<file path="config.mk">
export PLATFORM = sky130hd
export DESIGN_NAME = gmp_tile
export DESIGN_NICKNAME = d
export VERILOG_FILES = /design/src/rtl/core/gmp_pkg.sv /design/src/rtl/core/gmp_tile.sv
export SDC_FILE = /design/constraint.sdc
export NUM_CORES = 2
export LEC_CHECK = 0
export BUFFER_PORTS_ARGS = -buffer_cell sky130_fd_sc_hd__clkbuf_2
export CORE_UTILIZATION = 50
export DETAILED_ROUTE_END_ITERATION = 10
export PLACE_DENSITY = 0.77
export SLEW_MARGIN = 20
export SYNTH_ARGS = -nofsm -noshare
export SYNTH_HDL_FRONTEND = slang
export SYNTH_SLANG_ARGS = --single-unit
export TNS_END_PERCENT = 20
</file>
<file path="constraint.sdc">
create_clock -name clk -period 2.94 [get_ports clk]
set_input_delay 0 -clock clk [delete_from_list [all_inputs] [get_ports clk]]
set_output_delay 0 -clock clk [all_outputs]
set_load 0.005 [all_outputs]
</file>
<file path="src/rtl/core/gmp_pkg.sv">
`default_nettype none

package gmp_pkg;

  localparam int MAX_ROW_BLOCKS = 4;
  localparam int MAX_COL_BLOCKS = 4;
  localparam int MAX_LEN_WORDS  = 16;

  localparam int BLK      = 64;
  localparam int BLK_W    = $clog2(BLK);
  localparam int WORD_W   = 64;
  localparam int WIDX_W   = $clog2(MAX_LEN_WORDS);
  localparam int STORE_AW = BLK_W + WIDX_W;
  localparam int MAX_LEN  = BLK * MAX_LEN_WORDS;

  localparam int CFG_IDX_W = 2;
  localparam int CFG_DAT_W = 11;

  typedef enum logic [CFG_IDX_W-1:0] {
    CFG_ROW_BLOCKS = 2'd0,
    CFG_COL_BLOCKS = 2'd1,
    CFG_POLY_LEN   = 2'd2
  } cfg_reg_t;

  typedef enum logic [1:0] {
    ST_IDLE,
    ST_LOAD,
    ST_EMIT
  } state_t;

  typedef struct packed {
    logic             load;
    logic [BLK_W-1:0] load_idx;
    logic             top_load;
    logic             shift;
  } tile_ctl_t;

endpackage

`default_nettype wire

</file>
<file path="src/rtl/core/gmp_tile.sv">
`default_nettype none

module gmp_tile (
  input  wire                         clk,
  input  gmp_pkg::tile_ctl_t          ctl,
  input  wire [gmp_pkg::WORD_W-1:0]   rd_data,
  input  wire [gmp_pkg::WORD_W-1:0]   top_word,
  output logic [gmp_pkg::BLK-1:0]     col_bits
);

  logic [gmp_pkg::WORD_W-1:0] tile_r [gmp_pkg::BLK];

  always_ff @(posedge clk) begin
    if (ctl.shift) begin
      for (int i = 0; i < gmp_pkg::BLK; i++) begin
        tile_r[i] <= tile_r[i] >> 1;
      end
    end else begin
      if (ctl.load) begin
        tile_r[ctl.load_idx] <= rd_data;
      end
      if (ctl.top_load) begin
        tile_r[gmp_pkg::BLK-1] <= top_word;
      end
    end
  end

  always_comb begin
    for (int i = 0; i < gmp_pkg::BLK; i++) begin
      col_bits[i] = tile_r[i][0];
    end
  end

endmodule

`default_nettype wire

</file>
==> results_tabular.tex <==
\begin{tabular}{lr}
\hline
Metric & Value \\
\hline
\multicolumn{2}{l}{\textbf{Status}} \\
Outcome & finished with violations \\
Violations in the final reports & hold timing \\
\multicolumn{2}{l}{\textbf{Power}} \\
Sequential group share of total power & 54.5\% \\
Total power draw & 127 mW \\
Maximum vdd ir drop & 0.782 mV \\
Pwr per Cell Area & 640 nW/um2 \\
Switching fraction of total power & 21.8\% \\
Internal power & 99.3 mW \\
Switching power of the nets & 27.6 mW \\
Combinational share of power & 6.4\% \\
Total leakage power & 69.1 nW \\
Clock power frac & 39.1\% \\
\multicolumn{2}{l}{\textbf{Hold path}} \\
End of the worst hold path & tile\_r[37][45] \\
Number of cells on the worst hold path & 2 \\
Hold Crit Start & rd\_data[45] \\
Path type of the worst min-delay path & in2reg \\
\multicolumn{2}{l}{\textbf{Global routing}} \\
Vias in the first global route & 87653 \\
Initial antenna violation count & 87 \\
Pin count of the biggest net entering global routing & 65 \\
Wire length of the first global-routing pass & 629000 um \\
Total overflow reported by the global router & 0 \\
Total global routing track utilization & 24.1\% \\
\multicolumn{2}{l}{\textbf{Synthesis}} \\
Cell type contributing the most total cell area after synthesis & sky130\_fd\_sc\_hd\_\_edfxtp\_1 \\
Number of flip-flops and latches in the synthesized netlist & 4096 \\
Yosys warnings & 0 \\
Top cell type's share of synthesized area & 69.3\% \\
Avg Cell Area, Syn & 18.9 um2 \\
Share of synthesized registers carrying an async set or reset & 0\% \\
Sequential fraction of the synthesis area & 69.3\% \\
Synth Net Count & 9517 \\
Number of enable flip-flop cells after synthesis & 4096 \\
Area of the mapped netlist & 177000 um2 \\
Top flip-flop cell by instance count after synthesis & sky130\_fd\_sc\_hd\_\_edfxtp\_1 \\
Number of distinct standard cells referenced by the synthesized netlist & 39 \\
Ranking of synthesized cells by area & sky130\_fd\_sc\_hd\_\_edfxtp\_1 (69\%), sky130\_fd\_sc\_hd\_\_mux2\_2 (22\%), sky130\_fd\_sc\_hd\_\_mux2\_4 (3.0\%) \\
Syn Inst Count & 9379 \\
\multicolumn{2}{l}{\textbf{STA}} \\
Slew of the pin with the lowest slew margin & 1.21 ns \\
Number of endpoints failing setup at the final stage & 0 \\
Endpoints failing hold & 2 \\
Maximum clock frequency & 352 MHz \\
Number of pins with negative max-slew slack in the final report & 0 \\
Worst rel slew slack & 19.3\% \\
Setup Total Neg Slack & 0 ns \\
Final period util & 96.6\% \\
Unrepaired setup endpoints after global routing & no \\
Final worst path period need & 2.84 ns \\
Clock Skews & 0.0791 ns \\
Hold slack final & -0.00218 ns \\
\multicolumn{2}{l}{\textbf{Layout}} \\
Number of standard cells in the layout, taps in and fillers out & 14670 \\
Layout-stage area growth over the synthesis result & 11.8\% \\
Register containing the most flip-flops in the final layout & tile\_r \\
Number of flip-flops in the largest register & 4096 \\
Fraction of final layout cells with drive strength greater than 1 & 52.3\% \\
Number of filler instances in the final layout & 25572 \\
Register cell area after layout & 123000 um2 \\
Area of combinational cells with multiple inputs & 49500 um2 \\
Net count reported at finish & 9719 \\
Biggest registers after layout & tile\_r (4096) \\
\multicolumn{2}{l}{\textbf{Worst setup path}} \\
Most frequent CP cell & sky130\_fd\_sc\_hd\_\_dlygate4sd3\_1 \\
Reg2reg setup slack & 1.12 ns \\
Number of cell instances on the worst register-to-register path & 3 \\
Largest stage delay on the critical path & 0.73 ns \\
Arrival time reported for the critical path endpoint & 3.47 ns \\
Startpoint type of the worst setup path & input port \\
Required @ worst endpoint & 3.57 ns \\
Kind of end point of the critical path & flop \\
CP max stage cell & sky130\_fd\_sc\_hd\_\_or4\_4 \\
Number of stages on the worst setup path & 7 \\
Worst Path Max Fanout & 56 \\
Critical path type & in2reg \\
Critical path buffer and inverter count & 4 \\
Critical Path, Cell by Cell & dlygate4sd3\_1 > clkbuf\_2 > nand2\_1 > or4\_4 > buf\_12 > mux2\_4 > dlygate4sd3\_1 \\
Reg-to-Reg Start & tile\_r[63][50] \\
R2r endpoint & tile\_r[63][49] \\
Top delay family on crit path & buffers and inverters \\
\multicolumn{2}{l}{\textbf{Drt}} \\
Number of search-and-repair iterations in the first detailed-routing pass & 6 \\
Starting DRC count in detailed routing & 12421 \\
Vias after detailed routing & 88896 \\
Post-DR vias/cell & 6.06 \\
Detailed Route WL & 437000 um \\
Post-DR wirelength/cell & 29.8 um \\
Number of routed nets with antenna violations & 0 \\
Total DRC errors in the routed layout & 0 \\
\multicolumn{2}{l}{\textbf{Clock network}} \\
Root Buffer & sky130\_fd\_sc\_hd\_\_clkbuf\_16 \\
Maximum count of clock buffers along a single path & 4 \\
Clock sink count & 4096 \\
Total clock buffers created by CTS & 396 \\
Setup fix buffers added after clock tree synthesis & 0 \\
Clock network latency to the later pin of the worst-skew pair & 0.94 ns \\
Clk pin slew, worst setup/hold paths & 0.07 ns \\
CTS H-tree depth & 5 \\
CTS tree & yes \\
\multicolumn{2}{l}{\textbf{Floorplan}} \\
Width of the chip & 598 um \\
Starting density of the core & 50.3\% \\
DIE AREA & 357000 um2 \\
Standard cell core area & 353000 um2 \\
Number of rows created at floorplan & 218 \\
Height of the die & 598 um \\
I/O pin total & 202 \\
\multicolumn{2}{l}{\textbf{Placed design}} \\
Final weighted congestion of routability-driven global placement & 0.825 \\
Dpl hpwl & 236000 um \\
Cell total after placement & 13768 \\
Number of I/O port buffers & 201 \\
\multicolumn{2}{l}{\textbf{Run}} \\
Max-cap violations & 0 \\
\hline
\end{tabular}
==> what timing repair did <==
item                                   4_1_cts  5_1_grt
hold buffers                               145        0
endpoints found under the hold margin      975        0
gates resized for setup                      0        0
==> power groups by stage <==
stage          sequential (mW)  combinational [mW]  clock (mW)
2_1_floorplan             70.1                4.70           0
3_3_place_gp              70.2                7.51           0
3_5_place_dp              70.4                7.81           0
4_1_cts                   69.2                8.07        50.1
5_1_grt                   69.5                8.46        52.2
6_report                  69.2                8.10        49.6
==> cell usage after synthesis, types with 3 or more instances <==
master	n
sky130_fd_sc_hd__buf_12	26
sky130_fd_sc_hd__nand3b_2	3
sky130_fd_sc_hd__or3_4	3
sky130_fd_sc_hd__and3b_1	4
sky130_fd_sc_hd__nand2_1	12
sky130_fd_sc_hd__buf_6	26
sky130_fd_sc_hd__mux2_2	3542
sky130_fd_sc_hd__nor3b_2	3
sky130_fd_sc_hd__and4_1	3
sky130_fd_sc_hd__nor3_4	28
sky130_fd_sc_hd__buf_1	80
sky130_fd_sc_hd__nor2_1	64
sky130_fd_sc_hd__nor2b_1	6
sky130_fd_sc_hd__or3b_1	4
sky130_fd_sc_hd__buf_2	202
sky130_fd_sc_hd__or4_1	3
sky130_fd_sc_hd__nand3_2	24
sky130_fd_sc_hd__mux2_1	199
sky130_fd_sc_hd__or2_2	31
sky130_fd_sc_hd__clkbuf_1	398
sky130_fd_sc_hd__buf_4	209
sky130_fd_sc_hd__edfxtp_1	4096
sky130_fd_sc_hd__nand2b_1	35
sky130_fd_sc_hd__mux2_4	354
sky130_fd_sc_hd__nand3_1	8
==> routing by layer <==
layer  vias to the layer above  GRT usage, %  part of all wire (%)
met5                         -             0                  0.11
met4                        22          8.31                   3.8
met3                       851          3.94                   9.5
met2                      4670          39.3                    48
met1                     46625          33.0                    38
li1                      36728             -                     -
==> area by class of cell <==
cell class,count,share of cell area (%)
Antenna cell,50,0.0630
Sequential cell,4096,62.0
Clock buffer,489,5.24
Clock inverter,218,0.954
Inverter,1,0.00189
Timing Repair Buffer,746,3.87
Multi-Input combinational cell,4340,24.9
Tap cell,4730,2.98
==> cell usage in the layout (no fill, tap or decap), types with 9 or more instances in the layout <==
master / n
sky130_fd_sc_hd__nand3_4: 9
sky130_fd_sc_hd__buf_12: 164
sky130_fd_sc_hd__clkinv_2: 73
sky130_fd_sc_hd__mux2_2: 3542
sky130_fd_sc_hd__edfxtp_1: 4096
sky130_fd_sc_hd__dlygate4sd3_1: 145
sky130_fd_sc_hd__clkinvlp_4: 13
sky130_fd_sc_hd__clkinv_1: 86
sky130_fd_sc_hd__mux2_1: 199
sky130_fd_sc_hd__mux2_4: 354
sky130_fd_sc_hd__clkbuf_16: 403
sky130_fd_sc_hd__nand3_2: 17
sky130_fd_sc_hd__clkbuf_2: 137
sky130_fd_sc_hd__bufinv_16: 30
sky130_fd_sc_hd__nor3_4: 28
sky130_fd_sc_hd__nand2b_2: 32
sky130_fd_sc_hd__inv_6: 10
sky130_fd_sc_hd__nand2_1: 11
sky130_fd_sc_hd__or2_2: 31
sky130_fd_sc_hd__nor2_1: 64
sky130_fd_sc_hd__clkbuf_1: 86
sky130_fd_sc_hd__diode_2: 50
sky130_fd_sc_hd__buf_4: 299
==> metrics by stage <==
step	hold slack (ns)	worst slack, ns	util [%]	cell area [um2]
after floorplan	0.223	-0.135	-	177000
after global placement	0.402	0.389	52.3	185000
after detailed placement	0.400	0.369	52.3	185000
after CTS	0.00440	0.297	56.2	198000
after global routing	0.0203	0.185	56.2	198000
final	-0.00218	0.101	56.2	198000
==> worst max-delay path by stage <==
stage | startpoint | endpoint
after detailed placement | ctl[3] | tile_r[15][1]
final | ctl[3] | tile_r[63][1]
after floorplan | ctl[2] | tile_r[24][0]
after global placement | ctl[3] | tile_r[15][16]
after global routing | ctl[4] | tile_r[63][13]
after CTS | ctl[4] | tile_r[63][2]
==> logic make-up (layout without fill, tap and decap cells) <==
kind of cell           count (synthesis)  in the layout  share of synthesized area, %
AOI/OAI and AO/OA                      1              1                       0.00494
DFF                                 4096           4096                          69.3
and+or+nand+nor                      244            244                          1.03
other                                  0             50                             0
buffers and inverters                943           1454                          2.93
muxes                               4095           4095                          26.7
==> worst register-to-register path: stages (launching register included) <==
cell,delay (ns)
sky130_fd_sc_hd__edfxtp_1,0.35
sky130_fd_sc_hd__mux2_2,0.38
sky130_fd_sc_hd__mux2_4,0.29
sky130_fd_sc_hd__dlygate4sd3_1,0.55
Power figures use the tool's default switching activity.
